### config.mk
export PLATFORM = sky130hd
export DESIGN_NAME = htr_hsl
export DESIGN_NICKNAME = d
export VERILOG_FILES = /design/src/rtl/hsl_to_rgb_tone_pixel_assert.svh /design/src/rtl/htr_pkg.sv /design/src/rtl/htr_hsl.sv
export SDC_FILE = /design/constraint.sdc
export NUM_CORES = 2
export LEC_CHECK = 0
export ABC_AREA = 1
export BUFFER_PORTS_ARGS = -buffer_cell sky130_fd_sc_hd__buf_2
export CAP_MARGIN = 20
export CORE_AREA = 2 2 342 344
export CTS_BUF_LIST = sky130_fd_sc_hd__clkbuf_4 sky130_fd_sc_hd__clkbuf_8
export DETAILED_ROUTE_END_ITERATION = 16
export DIE_AREA = 0 0 344 346
export PLACE_DENSITY_LB_ADDON = 0.15
export SLEW_MARGIN = 20
export SYNTH_ARGS = -nofsm -noshare
export SYNTH_HDL_FRONTEND = slang
export SYNTH_SLANG_ARGS = --single-unit
### constraint.sdc
create_clock -name clk -period 9.3 [get_ports clk]
set_clock_uncertainty 0.05 [all_clocks]
set_input_delay 1.86 -clock clk [delete_from_list [all_inputs] [get_ports clk]]
set_output_delay 1.86 -clock clk [all_outputs]
set_load 0.01 [all_outputs]
### src/rtl/hsl_to_rgb_tone_pixel_assert.svh
// Assertion macros for the HSL toner RTL.
`ifndef HSL_TO_RGB_TONE_PIXEL_ASSERT_SVH
`define HSL_TO_RGB_TONE_PIXEL_ASSERT_SVH

// Same-cycle implication, disabled during reset.
`define HTR_ASSERT_NOW(label, clk, rst, ante, cons, msg) \
  label: assert property (@(posedge clk) disable iff (rst) (ante) |-> (cons)) else $error(msg);

// Next-cycle implication, disabled during reset.
`define HTR_ASSERT_NEXT(label, clk, rst, ante, cons, msg) \
  label: assert property (@(posedge clk) disable iff (rst) (ante) |=> (cons)) else $error(msg);

`endif

### src/rtl/htr_pkg.sv
// Package with the types, constants and helpers of the HSL toner.
`default_nettype none

package htr_pkg;

  localparam int ADDR_W = 4;

  localparam logic [12:0] ONE_Q12     = 13'd4096;
  localparam logic [12:0] GREY_LIMIT  = 13'd16;
  localparam logic [11:0] HUE_THIRD   = 12'd1365;
  localparam logic [11:0] HUE_NTHIRD  = 12'd2731;
  localparam logic [11:0] HUE_HALF    = 12'd2048;
  localparam logic [11:0] HUE_TWO_3RD = 12'd2731;
  localparam logic [12:0] L_HALF      = 13'd2048;

  // Matrix weights in thousandths; the denominator is 1000 * 4096.
  localparam logic [21:0] MAT_DEN = 22'd4096000;
  localparam int LUMA_R = 213;
  localparam int LUMA_G = 715;
  localparam int LUMA_B = 72;
  localparam int KEEP_R = 787;
  localparam int KEEP_G = 285;
  localparam int KEEP_B = 928;
  localparam int MAT_SCALE = 125;

  // Final scaling: full scale is 125 * 2^39, half of it is the rounding bias.
  localparam logic signed [49:0] FIN_DEN  = 50'sd68719476736000;
  localparam logic [54:0]        FIN_BIAS = 55'd34359738368000;
  localparam logic [15:0]        RECIP_125 = 16'd33555;

  typedef enum logic [1:0] {
    REG_TINT_RED   = 2'd0,
    REG_TINT_GREEN = 2'd1,
    REG_TINT_BLUE  = 2'd2,
    REG_GRAY       = 2'd3
  } reg_index_t;

  typedef struct packed {
    logic [11:0] hue;
    logic [12:0] saturation;
    logic [12:0] lightness;
  } pixel_in_t;

  typedef struct packed {
    logic [7:0] red;
    logic [7:0] green;
    logic [7:0] blue;
  } pixel_out_t;

  typedef logic [24:0] q24_t;

  typedef struct packed {
    logic valid;
    q24_t r;
    q24_t g;
    q24_t b;
  } rgb_word_t;

  typedef struct packed {
    logic [21:0]        diag_r;
    logic [21:0]        diag_g;
    logic [21:0]        diag_b;
    logic [21:0]        w_r;
    logic [21:0]        w_g;
    logic [21:0]        w_b;
    logic signed [20:0] tint_r;
    logic signed [20:0] tint_g;
    logic signed [20:0] tint_b;
  } tone_coef_t;

  typedef struct packed {
    logic               valid;
    logic signed [49:0] num_r;
    logic signed [49:0] num_g;
    logic signed [49:0] num_b;
  } sum_word_t;

  function automatic logic [12:0] sat_unit(input logic [12:0] x);
    return (x > ONE_Q12) ? ONE_Q12 : x;
  endfunction

endpackage

`default_nettype wire

### src/rtl/htr_hsl.sv
// HSL to RGB conversion in four register stages, channels in Q24.
`default_nettype none

module htr_hsl (
  input  wire logic              clk,
  input  wire logic              rst,
  input  wire logic              en,
  input  wire logic              in_valid,
  input  wire htr_pkg::pixel_in_t pixel,
  output htr_pkg::rgb_word_t     rgb
);

  // Interpolation weight in Q12 for one channel's hue position.
  function automatic logic [12:0] hue_ramp(input logic [11:0] h);
    logic [14:0] h6;
    h6 = (15'(h) << 2) + (15'(h) << 1);
    priority if (h6 < 15'd4096) begin
      return h6[12:0];
    end else if (h < htr_pkg::HUE_HALF) begin
      return htr_pkg::ONE_Q12;
    end else if (h < htr_pkg::HUE_TWO_3RD) begin
      return 13'(15'd16384 - h6);
    end else begin
      return 13'd0;
    end
  endfunction

  // Stage 1: clamp inputs, product l*s, hue weights.
  logic        s1_valid;
  logic        s1_grey;
  logic [12:0] s1_l;
  logic [12:0] s1_s;
  logic [25:0] s1_ls;
  logic [12:0] s1_kr, s1_kg, s1_kb;

  logic [12:0] sat_s, sat_l;
  assign sat_s = htr_pkg::sat_unit(pixel.saturation);
  assign sat_l = htr_pkg::sat_unit(pixel.lightness);

  always_ff @(posedge clk) begin
    if (rst) begin
      s1_valid <= 1'b0;
    end else if (en) begin
      s1_valid <= in_valid;
    end
  end

  always_ff @(posedge clk) begin
    if (en) begin
      s1_grey <= (sat_s < htr_pkg::GREY_LIMIT);
      s1_l    <= sat_l;
      s1_s    <= sat_s;
      s1_ls   <= 26'(sat_l) * 26'(sat_s);
      s1_kr   <= hue_ramp(pixel.hue + htr_pkg::HUE_THIRD);
      s1_kg   <= hue_ramp(pixel.hue);
      s1_kb   <= hue_ramp(pixel.hue + htr_pkg::HUE_NTHIRD);
    end
  end

  // Stage 2: the two HSL levels v1 and v2, kept as v1 and v2 - v1.
  logic        s2_valid;
  logic        s2_grey;
  logic [12:0] s2_l;
  logic [24:0] s2_v1;
  logic [24:0] s2_diff;
  logic [12:0] s2_kr, s2_kg, s2_kb;

  logic [26:0] v2, l13, v1_next, diff_next;
  assign l13 = 27'(s1_l) << 13;
  always_comb begin
    if (s1_l < htr_pkg::L_HALF) begin
      v2 = (27'(s1_l) << 12) + 27'(s1_ls);
    end else begin
      v2 = ((27'(s1_l) + 27'(s1_s)) << 12) - 27'(s1_ls);
    end
    v1_next   = l13 - v2;
    diff_next = (v2 << 1) - l13;
  end

  always_ff @(posedge clk) begin
    if (rst) begin
      s2_valid <= 1'b0;
    end else if (en) begin
      s2_valid <= s1_valid;
    end
  end

  always_ff @(posedge clk) begin
    if (en) begin
      s2_grey <= s1_grey;
      s2_l    <= s1_l;
      s2_v1   <= v1_next[24:0];
      s2_diff <= diff_next[24:0];
      s2_kr   <= s1_kr;
      s2_kg   <= s1_kg;
      s2_kb   <= s1_kb;
    end
  end

  // Stage 3: weighted span per channel.
  logic        s3_valid;
  logic        s3_grey;
  logic [12:0] s3_l;
  logic [24:0] s3_v1;
  logic [37:0] s3_pr, s3_pg, s3_pb;

  always_ff @(posedge clk) begin
    if (rst) begin
      s3_valid <= 1'b0;
    end else if (en) begin
      s3_valid <= s2_valid;
    end
  end

  always_ff @(posedge clk) begin
    if (en) begin
      s3_grey <= s2_grey;
      s3_l    <= s2_l;
      s3_v1   <= s2_v1;
      s3_pr   <= 38'(s2_diff) * 38'(s2_kr);
      s3_pg   <= 38'(s2_diff) * 38'(s2_kg);
      s3_pb   <= 38'(s2_diff) * 38'(s2_kb);
    end
  end

  // Stage 4: round from Q36 to Q24, or take the lightness for a grey pixel.
  logic [37:0] base36;
  logic [37:0] cr, cg, cb;
  logic [24:0] grey24;
  assign base36 = (38'(s3_v1) << 12) + 38'd2048;
  assign cr     = (base36 + s3_pr) >> 12;
  assign cg     = (base36 + s3_pg) >> 12;
  assign cb     = (base36 + s3_pb) >> 12;
  assign grey24 = 25'(s3_l) << 12;

  always_ff @(posedge clk) begin
    if (rst) begin
      rgb.valid <= 1'b0;
    end else if (en) begin
      rgb.valid <= s3_valid;
    end
    if (en) begin
      rgb.r <= s3_grey ? grey24 : cr[24:0];
      rgb.g <= s3_grey ? grey24 : cg[24:0];
      rgb.b <= s3_grey ? grey24 : cb[24:0];
    end
  end

endmodule

`default_nettype wire

==> flow_results.org <==
** Clocking
- Buffers inserted during clock tree synthesis total 74.
- Clk slew on worst S/H paths :: 0.07 ns
- After clock tree synthesis, the flow added hold-fix buffers numbering 0.
- Clk Latency, worst-skew pair :: 0.70 ns
- H-tree levels :: 3
- The tree is rooted in a clkbuf_8.
- Counting every sink on the clock net gives 382.
- No sink is reached through more buffers than the 3 on the longest clock path.
- Post-CTS repair changed the size of 0 cells.
- TritonCTS built the clock tree.
- Buffers added to address setup during post-CTS repair amount to 0.

** Job
- The tool flagged a number of max-cap violations equal to 0.

** Floorplan
- In this run the core area contains 125 standard-cell rows.
- In this run the vertical extent of the chip is 346 µm.
- Starting Density :: 49.6%
- Count of boundary I/O pins :: 118
- The die covers 119000 µm².
- Horiz. Die Dim :: 344 µm
- Core Region :: 115000 µm²

** Drt
- Number of DRC markers in iteration 0 :: 3071
- The detail route stage leaves a number of antenna-violating nets equal to 0.
- After detailed routing, the number of vias per cell comes to 5.29.
- In the final routed layout, each cell accounts on average for 18.6 µm.
- For this run, the detailed router's first-pass iteration total came to 6.
- Summing over every cut layer, the via total after detailed routing is 46.3k.
- After detailed routing, the total wire length is 163000 µm.
- Detailed-route DRC error count :: 0

** STA
- For this run, the top clock speed supported by timing is 139 MHz.
- The final-report max-slew violation count came to 0.
- Setup repair after global routing left no endpoint under its margin.
- For the pin with the worst max-slew slack, the measured transition is 1.19 ns.
- In this run the tightest slew margin relative to its limit is 20.6%.
- Hold Fails Final Rpt :: 0
- TNS Setup :: 0 ns
- Post-route worst setup slack :: 2.11 ns
- Final-report setup violation count :: 0
- The clock period could shrink to 7.19 ns.
- Part of the cycle the worst path needs :: 77.3%

** Synthesis
- Syn Area/Cell :: 8.03 µm²
- Net count after synthesis :: 8488
- Number of storage elements in the synthesis netlist :: 382
- Share of synthesized flip-flops with an asynchronous set or reset :: 0%
- Cell area after technology mapping :: 57300 µm²
- Sequential element share of the synthesized area :: 20.0%
- The cell count after synthesis came out at 7131.
- Yosys mapped a number of flops with a built-in enable equal to 378.
- Ys flop type :: edfxtp_1
- Netlist cell types :: 53
- The Yosys step of the flow raised 0 warnings.

** Critical path
- The number of buffers and inverters on the critical path is 6.
- Crit path max-delay cell type :: fa_1
- Largest incremental delay on the critical path :: 0.58 ns
- Required time of the critical path :: 9.68 ns
- The cell family contributing the most delay on the critical path is adder cells.
- Traced cell by cell, the critical path runs through buf_2, nor4_1, nand3_1, nand2_1, nand2_1, inv_1, nand2_1, fa_1, fa_1, fa_1, inv_1, fa_1, inv_1, fa_1, inv_1, ha_1, a21oi_1, o21ai_0, a21oi_1, inv_1, a21oi_1, o21ai_0, xor2_1.
- The startpoint identified for the worst register-to-register timing path is s2_kg[4]$_DFFE_PP_.
- The worst setup path is of the input pin to flop kind.
- STA classifies the critical path endpoint as a flop.
- Critical path launch point :: pixel[22]
- Of all nets on the critical path, the largest fanout is 13.
- The worst setup path is launched from an input pin.
- STA puts the critical path data arrival time at 7.57 ns.

** Placement
- Port buffering added 117 buffers.
- OpenSTA, run right after detailed placement, puts the worst setup slack at 1.41 ns.
- Detailed placement finished with a half-perimeter wire length of 130000 µm.
- Routability-driven placement finished with a final weighted congestion of 0.938.

** GRT
- The number of global-route vias before repair is 48.1k.
- The total overflow left after global routing is 0.
- Largest net degree at the start of global routing :: 124
- Wire length of the first global-routing pass :: 261000 µm
- The initial antenna violation count came to 3.
- Aggregate global-route resource usage :: 28.1%

** Final layout
- In the final layout, the share of cells above drive strength 1 is 4.66%.
- Layout area overhead :: 6.42%
- The net count of the finished layout is 8530.

** Hold path
- The startpoint identified for the worst hold timing path is s2_v1[14]$_DFFE_PP_.
- Worst hold-check path type :: flop to flop

** Run status
- Status :: complete, no violations
==> Yosys cell counts, types with 67 or more instances <==
library cell | instances | area [µm²]
nand2_1 | 1859 | 6980
edfxtp_1 | 378 | 11400
clkbuf_1 | 186 | 698
nand3_1 | 218 | 1090
nand4_1 | 67 | 419
xor2_1 | 133 | 1160
ha_1 | 532 | 6660
fa_1 | 783 | 15700
inv_1 | 1593 | 5980
nor2_1 | 405 | 1520
a21oi_1 | 357 | 1790
o21ai_0 | 217 | 1090
==> state kept, by name, indices dropped and copies added, names as in the netlist, 12 cells and up <==
signal,cells
s2_diff,23
s3_pb,26
s3_pr,26
s3_l,13
s2_kb,12
s1_kg,12
s2_kr,12
rgb,76
s1_kb,12
s1_s,13
s2_v1,25
s1_kr,12
s3_v1,25
s1_l,13
s2_l,13
s2_kg,12
s3_pg,26
s1_ls,25
==> worst paths after layout <==
check / slack, ns / to / cells past startpoint
max reg2reg: 2.92 / s3_pg[22]$_DFFE_PP_ / 18
max: 2.11 / s1_ls[18]$_DFFE_PP_ / 23
min: 0.35 / s3_v1[14]$_DFFE_PP_ / 0
min reg2reg: 0.35 / s3_v1[14]$_DFFE_PP_ / 0
==> cells by family after synthesis <==
logic type,share of synthesized area [%]
compound gates,7.23
xor+xnor,2.86
fa+ha+maj,39.0
buf+inv,11.9
flops,20.0
simple gates,19.1
==> cells in the final DEF, fill, tap and decap left out, drive strengths merged, types with 5 or more instances in the layout <==
cell type and count:
nand2 1872, nand3b 14, fa 783, nand3 220
clkinv 32, inv 1599, o21bai 32, or2 12
o21ai 227, a31oi 29, a21boi 6, nor3b 5
nand4 67, o221ai 6, a21o 40, nor3 55
a21oi 357, nor2 419, a211oi 9, buf 165
o211ai 8, a221oi 5, clkbuf 103, ha 532
o21a 14, edfxtp 378, xor2 133, xnor2 53
nor4 23
==> routing by layer <==
metal	GRT usage [%]	wire, µm
met5	0	23
met4	10.2	6080
met3	3.32	8430
met2	47.9	77900
met1	36.7	70500
==> per-stage QoR <==
stage	util, %	area [µm²]	instances	hold WS, ns
floorplan	-	57300	7131	0.350
global placement	51.4	59400	8620	0.351
detailed placement	51.4	59400	8620	0.355
CTS	52.8	60900	8751	0.353
global route	52.8	60900	8753	0.365
finish	52.8	60900	8753	0.352
==> layout make-up <==
type                            count  area (µm²)
Multi-Input combinational cell   4940       39000
Sequential cell                   382       11400
Clock buffer                      103        1260
Tap cell                         1524        1910
Timing Repair Buffer              165         988
Inverter                         1610        6040
Antenna cell                        1        2.50
Fill cell                       11100       54500
Clock inverter                     28         285
==> worst reg2reg max path, stage by stage, from the launching register on <==
cell,delay [ns]
edfxtp_1,1.10
nand2_1,0.20
fa_1,0.57
inv_1,0.05
fa_1,0.38
inv_1,0.07
fa_1,0.40
inv_1,0.09
fa_1,0.40
fa_1,0.44
ha_1,0.34
nand2_1,0.11
inv_1,0.08
nand3_1,0.08
o21ai_2,0.27
a21oi_1,0.16
o21ai_0,0.53
a21oi_1,0.16
xnor2_1,0.57
Power is left out: the tool's default activity adds up to more than one toggle a clock period on the data nets, which glitch-free logic cannot reach.
