### src/rtl/hsl_to_rgb_tone_pixel_assert.svh
// Assertion macros for the HSL toner RTL.
`ifndef HSL_TO_RGB_TONE_PIXEL_ASSERT_SVH
`define HSL_TO_RGB_TONE_PIXEL_ASSERT_SVH

// Same-cycle implication, disabled during reset.
`define HTR_ASSERT_NOW(label, clk, rst, ante, cons, msg) \
  label: assert property (@(posedge clk) disable iff (rst) (ante) |-> (cons)) else $error(msg);

// Next-cycle implication, disabled during reset.
`define HTR_ASSERT_NEXT(label, clk, rst, ante, cons, msg) \
  label: assert property (@(posedge clk) disable iff (rst) (ante) |=> (cons)) else $error(msg);

`endif

### src/rtl/htr_pkg.sv
// Package with the types, constants and helpers of the HSL toner.
`default_nettype none

package htr_pkg;

  localparam int ADDR_W = 4;

  localparam logic [12:0] ONE_Q12     = 13'd4096;
  localparam logic [12:0] GREY_LIMIT  = 13'd16;
  localparam logic [11:0] HUE_THIRD   = 12'd1365;
  localparam logic [11:0] HUE_NTHIRD  = 12'd2731;
  localparam logic [11:0] HUE_HALF    = 12'd2048;
  localparam logic [11:0] HUE_TWO_3RD = 12'd2731;
  localparam logic [12:0] L_HALF      = 13'd2048;

  // Matrix weights in thousandths; the denominator is 1000 * 4096.
  localparam logic [21:0] MAT_DEN = 22'd4096000;
  localparam int LUMA_R = 213;
  localparam int LUMA_G = 715;
  localparam int LUMA_B = 72;
  localparam int KEEP_R = 787;
  localparam int KEEP_G = 285;
  localparam int KEEP_B = 928;
  localparam int MAT_SCALE = 125;

  // Final scaling: full scale is 125 * 2^39, half of it is the rounding bias.
  localparam logic signed [49:0] FIN_DEN  = 50'sd68719476736000;
  localparam logic [54:0]        FIN_BIAS = 55'd34359738368000;
  localparam logic [15:0]        RECIP_125 = 16'd33555;

  typedef enum logic [1:0] {
    REG_TINT_RED   = 2'd0,
    REG_TINT_GREEN = 2'd1,
    REG_TINT_BLUE  = 2'd2,
    REG_GRAY       = 2'd3
  } reg_index_t;

  typedef struct packed {
    logic [11:0] hue;
    logic [12:0] saturation;
    logic [12:0] lightness;
  } pixel_in_t;

  typedef struct packed {
    logic [7:0] red;
    logic [7:0] green;
    logic [7:0] blue;
  } pixel_out_t;

  typedef logic [24:0] q24_t;

  typedef struct packed {
    logic valid;
    q24_t r;
    q24_t g;
    q24_t b;
  } rgb_word_t;

  typedef struct packed {
    logic [21:0]        diag_r;
    logic [21:0]        diag_g;
    logic [21:0]        diag_b;
    logic [21:0]        w_r;
    logic [21:0]        w_g;
    logic [21:0]        w_b;
    logic signed [20:0] tint_r;
    logic signed [20:0] tint_g;
    logic signed [20:0] tint_b;
  } tone_coef_t;

  typedef struct packed {
    logic               valid;
    logic signed [49:0] num_r;
    logic signed [49:0] num_g;
    logic signed [49:0] num_b;
  } sum_word_t;

  function automatic logic [12:0] sat_unit(input logic [12:0] x);
    return (x > ONE_Q12) ? ONE_Q12 : x;
  endfunction

endpackage

`default_nettype wire

### src/rtl/htr_finish.sv
// Clamp, scale by 255 and round, in two register stages.
`default_nettype none

module htr_finish (
  input  wire logic              clk,
  input  wire logic              rst,
  input  wire logic              en,
  input  wire htr_pkg::sum_word_t sum,
  output logic                   out_valid,
  output htr_pkg::pixel_out_t    out_pixel
);

  // Numerator scaled by 255 plus half scale, divided by 2^39; the rest of the
  // division by 125 follows in the next stage.
  function automatic logic [14:0] coarse(input logic signed [49:0] num);
    logic [54:0] x;
    x = (55'(num[45:0]) << 8) - 55'(num[45:0]) + htr_pkg::FIN_BIAS;
    return x[53:39];
  endfunction

  logic        c_valid;
  logic [2:0]  c_low, c_high;
  logic [14:0] c_yr, c_yg, c_yb;

  always_ff @(posedge clk) begin
    if (rst) begin
      c_valid <= 1'b0;
    end else if (en) begin
      c_valid <= sum.valid;
    end
  end

  always_ff @(posedge clk) begin
    if (en) begin
      c_low  <= {sum.num_r <= 50'sd0, sum.num_g <= 50'sd0, sum.num_b <= 50'sd0};
      c_high <= {sum.num_r >= htr_pkg::FIN_DEN, sum.num_g >= htr_pkg::FIN_DEN,
                 sum.num_b >= htr_pkg::FIN_DEN};
      c_yr   <= coarse(sum.num_r);
      c_yg   <= coarse(sum.num_g);
      c_yb   <= coarse(sum.num_b);
    end
  end

  // Division by 125 as a multiply by a rounded-up reciprocal; exact below 2^15.
  function automatic logic [7:0] pick(input logic low, input logic high,
                                      input logic [14:0] y);
    logic [30:0] prod;
    prod = 31'(y) * 31'(htr_pkg::RECIP_125);
    priority if (low) begin
      return 8'd0;
    end else if (high) begin
      return 8'd255;
    end else begin
      return prod[29:22];
    end
  endfunction

  always_ff @(posedge clk) begin
    if (rst) begin
      out_valid <= 1'b0;
    end else if (en) begin
      out_valid <= c_valid;
    end
  end

  always_ff @(posedge clk) begin
    if (en) begin
      out_pixel.red   <= pick(c_low[2], c_high[2], c_yr);
      out_pixel.green <= pick(c_low[1], c_high[1], c_yg);
      out_pixel.blue  <= pick(c_low[0], c_high[0], c_yb);
    end
  end

endmodule

`default_nettype wire
### config.mk
export PLATFORM = sky130hd
export DESIGN_NAME = htr_finish
export DESIGN_NICKNAME = d
export VERILOG_FILES = /design/src/rtl/hsl_to_rgb_tone_pixel_assert.svh /design/src/rtl/htr_pkg.sv /design/src/rtl/htr_finish.sv
export SDC_FILE = /design/constraint.sdc
export NUM_CORES = 1
export LEC_CHECK = 0
export BUFFER_PORTS_ARGS = -buffer_cell sky130_fd_sc_hd__buf_2
export CAP_MARGIN = 25
export CORE_MARGIN = 3
export CORE_UTILIZATION = 63
export DETAILED_ROUTE_END_ITERATION = 10
export GPL_TIMING_DRIVEN = 0
export MAX_ROUTING_LAYER = met4
export PLACE_DENSITY = 0.84
export SLEW_MARGIN = 20
export SYNTH_ARGS = -nofsm -noshare
export SYNTH_HDL_FRONTEND = slang
export SYNTH_SLANG_ARGS = --single-unit
### constraint.sdc
create_clock -name clk -period 6.25 [get_ports clk]
set_input_delay 0.625 -clock clk [delete_from_list [all_inputs] [get_ports clk]]
set_output_delay 0.625 -clock clk [all_outputs]
set_load 0.05 [all_outputs]
==> qor.txt, run 1 <==
Status: complete, no violations
Worst Setup End Kind: register
Sequential share of the synthesized area: 12.3%
Total global-route track usage: 30.0%
Routed wire per std cell: 17.4 um
Normalized max-slew margin: 52.8%
Wire length of the first global-routing pass: 74600 um
Fillcell total: 2201
Combinational cell fraction of total power: 85.1%
Top fanout value on the critical path: 5
Hold slack: 432 ps
Number of enable-type register cells in the synthesized netlist: 75
Fin crit period: 5960 ps
Setup Skew: 12.1 ps
Final wirelength: 45400 um
Count of mapped cells out of synthesis: 2006
Clock root buffer: sky130_fd_sc_hd__clkbuf_16
Area added between synthesis and finish: 9.47%
Number of standard cells in the layout, taps in and fillers out: 2601
Maximum capacitance violations: 0
Hold violation count in the final report: 0
Overall die area: 0.0316 mm^2
Clock latency of the later-clocked register in the worst-skew pair: 360 ps
Final period utilization: 95.4%
Pre-CTS setup slack: 315 ps
Number of unique standard cell types used by synthesis: 82
Antenna viol nets, final: 0
Pwr per Cell Area: 475 mW/mm^2
FP Rows: 62
Vias in the first global route: 15765
Final standard cell utilization of the core: 70.4%
Actual slew at the worst max-slew pin: 701 ps
Die span in y: 178 um
Register bit count reported by yosys: 77
Number of buffer cells added on primary ports: 178
Number of nets in the layout: 3061
Number of sinks handled by clock tree synthesis: 77
RSZ-0062 raised after global routing: no
# placed instances: 2569
Number of pins exceeding their max-slew limit in the final report: 0
Ports: 179
Number of antenna violations at the first check in global routing: 16
Top FF cell, synth: sky130_fd_sc_hd__edfxtp_1
Total internal power: 4.66 mW
Critical path data required time: 6340 ps
Relative contribution of sequential cells to total power: 8.9%
Hold crit path type: in2reg
Synth async-reset ratio: 0%
Layout cells sized above 1: 10.3%
Top achievable clock speed: 0.168 GHz
Per-instance average area after synthesis: 9.25 um^2
Number of design rule violations left after detail routing: 0
Number of DRC violations after detailed-routing iteration 0: 837
Post-CTS Resized: 0
Number of H-tree branching levels: 3
Post-Synthesis Net Count: 2871
Design Power: 9.65 mW
Via Count: 15372
Type of the worst setup path: reg2reg
Hpwl dp: 39900 um
Largest net degree at the start of global routing: 43
Worst ir drop on vdd: 0.393 mV
Effective utilization at floorplan: 64.3%
Number of buffers inserted during clock tree synthesis: 9
GR Overflow Total: 0
Routability-driven placement congestion ratio: 0.997
Static Leak: 11.3 nW
Placeable Area: 0.0289 mm^2
Clock Power Share: 6.0%
Kind of start point of the critical path: register
Arrival time at the worst endpoint: 6060 ps
Hold buffer count at cts: 0
Count of warnings emitted by yosys: 0
Bufs on Longest Clock Path: 2
Switching component of the power: 4.99 mW
TritonCTS clock tree: built
Final setup TNS: 0 ps
Switching part of the total: 51.7%
Instance area at placement: 0.0200 mm^2
Min setup slack post-route: 287 ps
Iteration count of the initial detailed-routing pass: 5
Via/cell ratio: 5.91
Post-synth design cell area: 0.0186 mm^2
Clock-pin slew on the worst setup and hold paths: 60 ps
Die X-Extent: 178 um
Post-route standard cell area excluding fillers: 0.0203 mm^2
Endpoints failing setup: 0
Setup fix buffers added after clock tree synthesis: 0
==> synthesized netlist by cell type (11+ instances only) <==
| cell type | instances | area, um^2 |
|---|---|---|
| sky130_fd_sc_hd__nor4_1 | 25 | 156 |
| sky130_fd_sc_hd__edfxtp_1 | 75 | 2250 |
| sky130_fd_sc_hd__xnor2_1 | 34 | 298 |
| sky130_fd_sc_hd__a21o_1 | 67 | 503 |
| sky130_fd_sc_hd__ha_1 | 609 | 7620 |
| sky130_fd_sc_hd__nand4_1 | 34 | 213 |
| sky130_fd_sc_hd__nor3_1 | 28 | 140 |
| sky130_fd_sc_hd__o21ai_0 | 60 | 300 |
| sky130_fd_sc_hd__a21oi_1 | 169 | 846 |
| sky130_fd_sc_hd__fa_1 | 102 | 2040 |
| sky130_fd_sc_hd__nor2_1 | 54 | 203 |
| sky130_fd_sc_hd__o211ai_1 | 11 | 82.6 |
| sky130_fd_sc_hd__nor2b_1 | 17 | 106 |
| sky130_fd_sc_hd__o21bai_1 | 25 | 188 |
| sky130_fd_sc_hd__xor2_1 | 25 | 219 |
| sky130_fd_sc_hd__nand3_1 | 28 | 140 |
| sky130_fd_sc_hd__inv_1 | 396 | 1490 |
| sky130_fd_sc_hd__nand2_1 | 63 | 236 |
| sky130_fd_sc_hd__a211oi_1 | 11 | 82.6 |
| sky130_fd_sc_hd__a31oi_1 | 12 | 75.1 |
==> per-layer routing <==
metal / vias up / track usage [%] / share of wire (%)
met3: 99 / 4.28 / 4.7
met5: - / - / 0
met2: 384 / 52.6 / 50
met4: 0 / 9.82 / 3.0
met1: 7320 / 35.5 / 42
li1: 7569 / - / -
==> state kept, by name (all words and copies together), names as in the netlist <==
signal	flops
c_high	3
c_low	3
c_valid	1
c_yb	15
c_yg	15
c_yr	15
out_pixel	24
out_valid	1
==> final cells by class <==
cell class | instances | area (um^2) | area share [%]
clock inverter | 7 | 98.8 | 0.486
timing repair buffer | 179 | 913 | 4.49
buffer | 7 | 31.3 | 0.154
sequential | 77 | 2290 | 11.3
antenna | 16 | 40.0 | 0.197
tap | 384 | 480 | 2.36
multi-input combinational | 1525 | 14800 | 72.6
inverter | 397 | 1490 | 7.33
clock buffer | 9 | 225 | 1.11
==> cell families (layout without fill, tap and decap cells) <==
group / Yosys count / in the layout / share of synthesized area, %
xor+xnor: 59 / 59 / 2.78
mux: 3 / 3 / 0.168
fa+ha+maj: 711 / 711 / 52.0
compound gates: 441 / 441 / 15.4
buf+inv: 404 / 599 / 8.20
simple gates: 311 / 311 / 9.09
other cells: 0 / 16 / 0
flops: 77 / 77 / 12.3
==> layout by cell type, fill, tap and decap left out, drive strengths merged, types with 26 or more instances in the layout <==
cell and count:
a21o 68, a21oi 171, buf 184, edfxtp 75, fa 102, ha 609, inv 397, nand2 64
nand3 29, nand4 34, nor2 54, nor3 29, nor4 26, o21ai 69, xnor2 34
==> final timing paths <==
path	from	endpoint	slack (ps)	depth (start not counted)
hold reg to reg	c_valid	c_valid	500	2
hold / removal	rst	c_valid	430	2
setup / recovery	c_yb[13]	out_pixel[7]	290	20
setup reg to reg	c_yb[13]	out_pixel[7]	290	20
==> critical path, stage by stage (launching register included) <==
cell and delay [ps]:
sky130_fd_sc_hd__edfxtp_1 470, sky130_fd_sc_hd__inv_1 80, sky130_fd_sc_hd__ha_1 290, sky130_fd_sc_hd__inv_1 70, sky130_fd_sc_hd__fa_1 510, sky130_fd_sc_hd__inv_1 50
sky130_fd_sc_hd__fa_1 500, sky130_fd_sc_hd__inv_1 60, sky130_fd_sc_hd__fa_1 440, sky130_fd_sc_hd__fa_1 500, sky130_fd_sc_hd__ha_1 330, sky130_fd_sc_hd__ha_1 310
sky130_fd_sc_hd__a21o_1 160, sky130_fd_sc_hd__a21o_1 170, sky130_fd_sc_hd__a221o_1 390, sky130_fd_sc_hd__nor3_1 160, sky130_fd_sc_hd__a21oi_1 170, sky130_fd_sc_hd__a21o_1 260
sky130_fd_sc_hd__a31o_1 260, sky130_fd_sc_hd__a2111oi_0 420, sky130_fd_sc_hd__nor3_1 120
==> power groups by stage <==
| stage | clock network [mW] | registers (mW) | logic [mW] |
|---|---|---|---|
| floorplan | 0 | 0.972 | 5.88 |
| global placement | 0 | 0.857 | 7.57 |
| detailed placement | 0 | 0.862 | 8.04 |
| CTS | 0.586 | 0.852 | 8.22 |
| global route | 0.606 | 0.867 | 9.52 |
| finish | 0.581 | 0.854 | 8.21 |
(Power assumes the default switching activity.)
==> run 2: changes to the inputs <==
--- a/config.mk
+++ b/config.mk
@@ -13,6 +13,7 @@
 export GPL_TIMING_DRIVEN = 0
 export MAX_ROUTING_LAYER = met4
 export PLACE_DENSITY = 0.84
+export RECOVER_POWER = 100
 export SLEW_MARGIN = 20
 export SYNTH_ARGS = -nofsm -noshare
 export SYNTH_HDL_FRONTEND = slang
==> qor.txt, run 2 (same netlist as run 1, synthesis figures left out) <==
Most flops, register: out_pixel
Static Leak: 11.2 nW (-1.3%)
Clock Power Share: 6.0% (about the same)
FP Rows: 62 (unchanged)
Number of buffers inserted during clock tree synthesis: 9 (unchanged)
Die span in y: 178 um (unchanged)
Arrival time at the worst endpoint: 6050 ps (about the same)
Worst Setup End Kind: register
Routability-driven placement congestion ratio: 0.997 (unchanged)
Max FFs per register: 24 (unchanged)
Ports: 179 (unchanged)
Instance area at placement: 0.0200 mm^2 (unchanged)
Hold crit path type: in2reg
Hpwl dp: 39900 um (unchanged)
Switching component of the power: 4.98 mW (about the same)
Post-route standard cell area excluding fillers: 0.0202 mm^2 (-0.77%)
Placeable Area: 0.0289 mm^2 (unchanged)
Top fanout value on the critical path: 5 (unchanged)
Final wirelength: 45400 um (about the same)
Pre-CTS setup slack: 315 ps (unchanged)
Largest net degree at the start of global routing: 43 (unchanged)
Hold buffer count at cts: 0 (unchanged)
Number of H-tree branching levels: 3 (unchanged)
Die X-Extent: 178 um (unchanged)
Kind of start point of the critical path: register
Reg-to-reg slack, setup: 290 ps (about the same)
Routed wire per std cell: 17.5 um (about the same)
Status: finished, violations left
Number of buffer cells added on primary ports: 178 (unchanged)
Commonest cells after routing, fill and taps aside: sky130_fd_sc_hd__ha_1 (609), sky130_fd_sc_hd__inv_1 (396), sky130_fd_sc_hd__a21oi_1 (169)
Final standard cell utilization of the core: 69.9% (-0.54 points)
Clock latency of the later-clocked register in the worst-skew pair: 360 ps (about the same)
Maximum capacitance violations: 2 (+2)
Layout cells sized above 1: 8.22% (-2.1 points)
Number of DRC violations after detailed-routing iteration 0: 859 (+2.6%)
Leading cell type in the layout, fill and taps excluded: sky130_fd_sc_hd__ha_1
Relative contribution of sequential cells to total power: 8.9% (about the same)
Via/cell ratio: 5.92 (+0.10%)
Final period utilization: 95.4% (about the same)
Fin crit period: 5960 ps (-2.38 ps)
Switching part of the total: 51.8% (+0.069 points)
Bufs on Longest Clock Path: 2 (unchanged)
Fillcell total: 2235 (+1.5%)
Effective utilization at floorplan: 64.3% (unchanged)
Combinational cell fraction of total power: 85.1% (about the same)
Setup Skew: 10.5 ps (-1.63 ps)
TritonCTS clock tree: built
Iteration count of the initial detailed-routing pass: 5 (unchanged)
Via Count: 15382 (+0.065%)
Pwr per Cell Area: 477 mW/mm^2 (+0.56%)
Antenna viol nets, final: 0 (unchanged)
Clock-pin slew on the worst setup and hold paths: 60 ps (about the same)
# placed instances: 2569 (unchanged)
Wire length of the first global-routing pass: 74600 um (unchanged)
Area added between synthesis and finish: 8.63%
Critical path data required time: 6340 ps (about the same)
RSZ-0062 raised after global routing: no
Endpoints failing setup: 0 (unchanged)
Total global-route track usage: 30.0% (unchanged)
GR Overflow Total: 0 (unchanged)
Min setup slack post-route: 290 ps (+2.38 ps)
Post-CTS Resized: 0 (unchanged)
Top achievable clock speed: 0.168 GHz (about the same)
Final setup TNS: 0 ps (unchanged)
Total internal power: 4.64 mW (-0.35%)
Hold violation count in the final report: 0 (unchanged)
Clock root buffer: sky130_fd_sc_hd__clkbuf_16
Number of pins exceeding their max-slew limit in the final report: 80 (+80)
Worst ir drop on vdd: 0.393 mV (about the same)
Actual slew at the worst max-slew pin: 2210 ps (+1510 ps)
Type of the worst setup path: reg2reg
Number of nets in the layout: 3061 (unchanged)
Setup fix buffers added after clock tree synthesis: 0 (unchanged)
Vias in the first global route: 15765 (unchanged)
Overall die area: 0.0316 mm^2 (unchanged)
Number of sinks handled by clock tree synthesis: 77 (unchanged)
Number of antenna violations at the first check in global routing: 15 (-1)
Number of standard cells in the layout, taps in and fillers out: 2600 (-0.038%)
Number of design rule violations left after detail routing: 0 (unchanged)
Normalized max-slew margin: -47.6% (-100 points)
Failing checks: capacitance limit, slew limit
-- run 2: through the flow --
step / total power, mW / hold slack [ps]
2_1_floorplan: 6.85 / 460
3_3_place_gp: 8.43 / 475
3_5_place_dp: 8.90 / 485
4_1_cts: 9.66 / 431
5_1_grt: 11.0 / 434
6_report: 9.63 / 434
-- run 2: worst paths after layout --
path,cells after the start,end,start
setup / recovery,20,out_pixel[7],c_yb[13]
hold reg to reg,2,c_valid,c_valid
hold / removal,2,c_valid,rst
setup reg to reg,20,out_pixel[7],c_yb[13]
-- run 2: worst max-delay path, stage by stage (launching register included) --
cell and delay [ps]:
sky130_fd_sc_hd__edfxtp_1 470, sky130_fd_sc_hd__inv_1 80, sky130_fd_sc_hd__ha_1 290, sky130_fd_sc_hd__inv_1 70, sky130_fd_sc_hd__fa_1 510, sky130_fd_sc_hd__inv_1 50
sky130_fd_sc_hd__fa_1 500, sky130_fd_sc_hd__inv_1 60, sky130_fd_sc_hd__fa_1 440, sky130_fd_sc_hd__fa_1 500, sky130_fd_sc_hd__ha_1 330, sky130_fd_sc_hd__ha_1 310
sky130_fd_sc_hd__a21o_1 160, sky130_fd_sc_hd__a21o_1 170, sky130_fd_sc_hd__a221o_1 390, sky130_fd_sc_hd__nor3_1 160, sky130_fd_sc_hd__a21oi_1 170, sky130_fd_sc_hd__a21o_1 260
sky130_fd_sc_hd__a31o_1 260, sky130_fd_sc_hd__a2111oi_0 420, sky130_fd_sc_hd__nor3_1 120
-- run 2: power groups by stage --
stage | combinational, mW | clock (mW) | sequential (mW)
6_report | 8.19 | 0.581 | 0.858
5_1_grt | 9.49 | 0.606 | 0.870
4_1_cts | 8.22 | 0.586 | 0.852
3_5_place_dp | 8.04 | 0 | 0.862
3_3_place_gp | 7.57 | 0 | 0.857
2_1_floorplan | 5.88 | 0 | 0.972
-- run 2: area by class of cell --
cell class | count | area, um^2 | area share (%)
clock buffers | 9 | 225 | 1.12
clock inverters | 7 | 98.8 | 0.490
plain buffers | 7 | 30.0 | 0.149
repair buffers | 179 | 853 | 4.23
inverters | 397 | 1490 | 7.39
flip-flops and latches | 77 | 2290 | 11.4
multi-input cells | 1525 | 14700 | 72.7
diodes | 15 | 37.5 | 0.186
well taps | 384 | 480 | 2.38
-- run 2: layer usage --
metal	part of all wire [%]	global-route usage [%]
met4	3.0	9.82
met1	42	35.5
met2	50	52.6
met3	4.9	4.28
met5	0	-
==> run 3: changes to the inputs <==
--- a/config.mk
+++ b/config.mk
@@ -8,12 +8,13 @@
 export BUFFER_PORTS_ARGS = -buffer_cell sky130_fd_sc_hd__buf_2
 export CAP_MARGIN = 25
 export CORE_MARGIN = 3
-export CORE_UTILIZATION = 63
+export CORE_UTILIZATION = 57
 export DETAILED_ROUTE_END_ITERATION = 10
 export GPL_TIMING_DRIVEN = 0
 export MAX_ROUTING_LAYER = met4
-export PLACE_DENSITY = 0.84
+export PLACE_DENSITY = 0.8
 export RECOVER_POWER = 100
+export REMOVE_ABC_BUFFERS = 1
 export SLEW_MARGIN = 20
 export SYNTH_ARGS = -nofsm -noshare
 export SYNTH_HDL_FRONTEND = slang
==> constraint.sdc (replaced) <==
create_clock -name clk -period 5.3 [get_ports clk]
set_input_delay 0.53 -clock clk [delete_from_list [all_inputs] [get_ports clk]]
set_output_delay 0.53 -clock clk [all_outputs]
set_load 0.05 [all_outputs]
==> qor.txt, run 3 (same netlist as run 1, synthesis figures left out) <==
Switching component of the power: 6.17 mW (+24%)
Worst Setup End Kind: register
Layout cells sized above 1: 11.5% (+3.3 points)
Largest net degree at the start of global routing: 63 (+47%)
Met2 track demand over resource: 43.6% (-9.0 points)
Wire length of the first global-routing pass: 71600 um (-4.0%)
GRT met1 Usage: 31.2% (-4.3 points)
Bufs on Longest Clock Path: 2 (unchanged)
Total global-route track usage: 25.2% (-4.9 points)
Vias in the first global route: 15532 (-1.5%)
Clock root buffer: sky130_fd_sc_hd__clkbuf_16
Critical path data required time: 5380 ps (-960 ps)
Pwr per Cell Area: 586 mW/mm^2 (+23%)
Type of the worst setup path: reg2reg
Hold violation count in the final report: 0 (unchanged)
Static Leak: 11.3 nW (+0.98%)
Clock-pin slew on the worst setup and hold paths: 60 ps (about the same)
Number of buffers inserted during clock tree synthesis: 9 (unchanged)
Antenna viol nets, final: 0 (unchanged)
Number of DRC violations after detailed-routing iteration 0: 763 (-11%)
Iteration count of the initial detailed-routing pass: 5 (unchanged)
Kind of start point of the critical path: register
Via Count: 15224 (-1.0%)
Cell Chain, Critical Path: inv_2, ha_4, inv_2, fa_1, inv_2, fa_2, inv_2, fa_2, fa_2, ha_4, ha_4, a21o_1, a21o_1, a221o_1, nor3_2, a21oi_2, a311oi_2, o21bai_1, xnor2_1, a21oi_1
Actual slew at the worst max-slew pin: 3440 ps (+1230 ps)
GR Overflow Total: 0 (unchanged)
Final period utilization: 102% (+6.3 points)
Number of design rule violations left after detail routing: 0 (unchanged)
Via/cell ratio: 5.73 (-3.1%)
Final wirelength: 43400 um (-4.3%)
Routed wire per std cell: 16.4 um (-6.3%)
Busiest metal layer after global routing: met2
Number of nets in the layout: 3081 (+0.65%)
Most flops, register: out_pixel
Total internal power: 5.93 mW (+28%)
Number of antenna cells inserted: 0 (-15)
RSZ-0062 raised after global routing: yes
Met3 usage: 2.39% (-1.9 points)
Clock Power Share: 4.9% (-1.1 points)
Die X-Extent: 186 um (+5.0%)
Master of the slowest instance on the critical path: sky130_fd_sc_hd__fa_2
Endpoints failing setup: 3 (+3)
Delay of the slowest cell on the worst path: 530 ps (+20 ps)
Number of H-tree branching levels: 3 (unchanged)
Most used cell along the critical path: sky130_fd_sc_hd__inv_2
Commonest cells after routing, fill and taps aside: sky130_fd_sc_hd__ha_1 (596), sky130_fd_sc_hd__inv_1 (392), sky130_fd_sc_hd__a21oi_1 (161)
Number of pins exceeding their max-slew limit in the final report: 63 (-21%)
Failing checks: capacitance limit, slew limit, setup timing
Die span in y: 186 um (+5.0%)
Hold crit path type: in2reg
Hpwl dp: 37400 um (-6.3%)
Clock latency of the later-clocked register in the worst-skew pair: 350 ps (about the same)
Routability-driven placement congestion ratio: 0.968 (-2.9%)
Effective utilization at floorplan: 58.4% (-6.0 points)
Combinational cell fraction of total power: 86.7% (+1.6 points)
Max FFs per register: 24 (unchanged)
Number of standard cells in the layout, taps in and fillers out: 2656 (+2.2%)
Switching part of the total: 51.0% (-0.76 points)
Area added between synthesis and finish: 11.2%
Fin crit period: 5390 ps (-571 ps)
Top fanout value on the critical path: 3 (-2)
Placeable Area: 0.0318 mm^2 (+10%)
Setup Skew: 8.50 ps (-1.99 ps)
Overall die area: 0.0348 mm^2 (+10%)
Arrival time at the worst endpoint: 5470 ps (-580 ps)
Pre-CTS setup slack: -620 ps (-935 ps)
Final setup TNS: -182 ps (-182 ps)
Maximum capacitance violations: 1 (-1)
Worst ir drop on vdd: 0.735 mV (+87%)
TritonCTS clock tree: built
Normalized max-slew margin: -130% (-82 points)
Top achievable clock speed: 0.186 GHz (+11%)
Min setup slack post-route: -89.3 ps (-379 ps)
Number of buffer cells added on primary ports: 178 (unchanged)
Ports: 179 (unchanged)
Status: finished, violations left
Number of antenna violations at the first check in global routing: 0 (-15)
FP Rows: 65 (+4.8%)
Leading cell type in the layout, fill and taps excluded: sky130_fd_sc_hd__ha_1
Number of sinks handled by clock tree synthesis: 77 (unchanged)
# placed instances: 2613 (+1.7%)
Reg-to-reg slack, setup: -90 ps (-380 ps)
Relative contribution of sequential cells to total power: 8.4% (-0.5 points)
==> run 3: metrics by stage <==
stage | area (um^2) | utilization (%) | hold WS, ps | total power, mW
final | 20600 | 64.9 | 348 | 12.1
after global routing | 20600 | 64.9 | 345 | 13.7
after CTS | 20500 | 64.6 | 340 | 11.5
after detailed placement | 20000 | 62.9 | 503 | 10.4
after global placement | 20000 | 62.8 | 471 | 9.96
after floorplan | 18500 | - | 460 | 8.07
==> run 3: power by group through the flow <==
stage	Sequential (mW)	Clock [mW]	Combinational, mW
floorplan	1.15	0	6.93
global placement	1.03	0	8.93
finish	1.02	0.591	10.5
detailed placement	1.04	0	9.34
CTS	1.02	0.599	9.91
global route	1.03	0.623	12.1
==> run 3: final timing paths <==
check | end | start | cells after the start
max | out_pixel[5] | c_yb[13] | 20
min | c_valid | rst | 2
max reg2reg | out_pixel[5] | c_yb[13] | 20
min reg2reg | c_valid | c_valid | 2
==> run 3: routing by layer <==
metal / vias to the layer above / share of wire, % / wire (um)
li1: 7590 / - / -
met1: 7238 / 45 / 19400
met2: 315 / 49 / 21400
met3: 81 / 3.2 / 1380
met4: 0 / 2.7 / 1190
met5: - / 0 / 0
==> run 3: what timing repair did <==
item,CTS,global route
setup buffers,14,13
pin swaps,26,27
cloned,0,0
endpoints found under the setup margin,13,15
resized for setup,31,36
hold buffers,0,0
==> run 3: area by class of cell <==
class,count,area (um^2)
clock inverter,3,20.0
tap,435,544
inverter,397,1490
clock buffer,13,270
sequential,77,2290
fill,2528,11200
multi-input combinational,1525,15000
timing repair buffer,206,1060
==> run 3: worst max-delay path, delay by kind of cell (launching register included) <==
kind                     cells  cell delay, ps
buffers and inverters        4             190
AO/OA/AOI/OAI                7            1450
AND/OR/NAND/NOR              1             150
flip-flops                   1             420
XOR/XNOR                     1             240
adder cells (fa/ha/maj)      7            2680
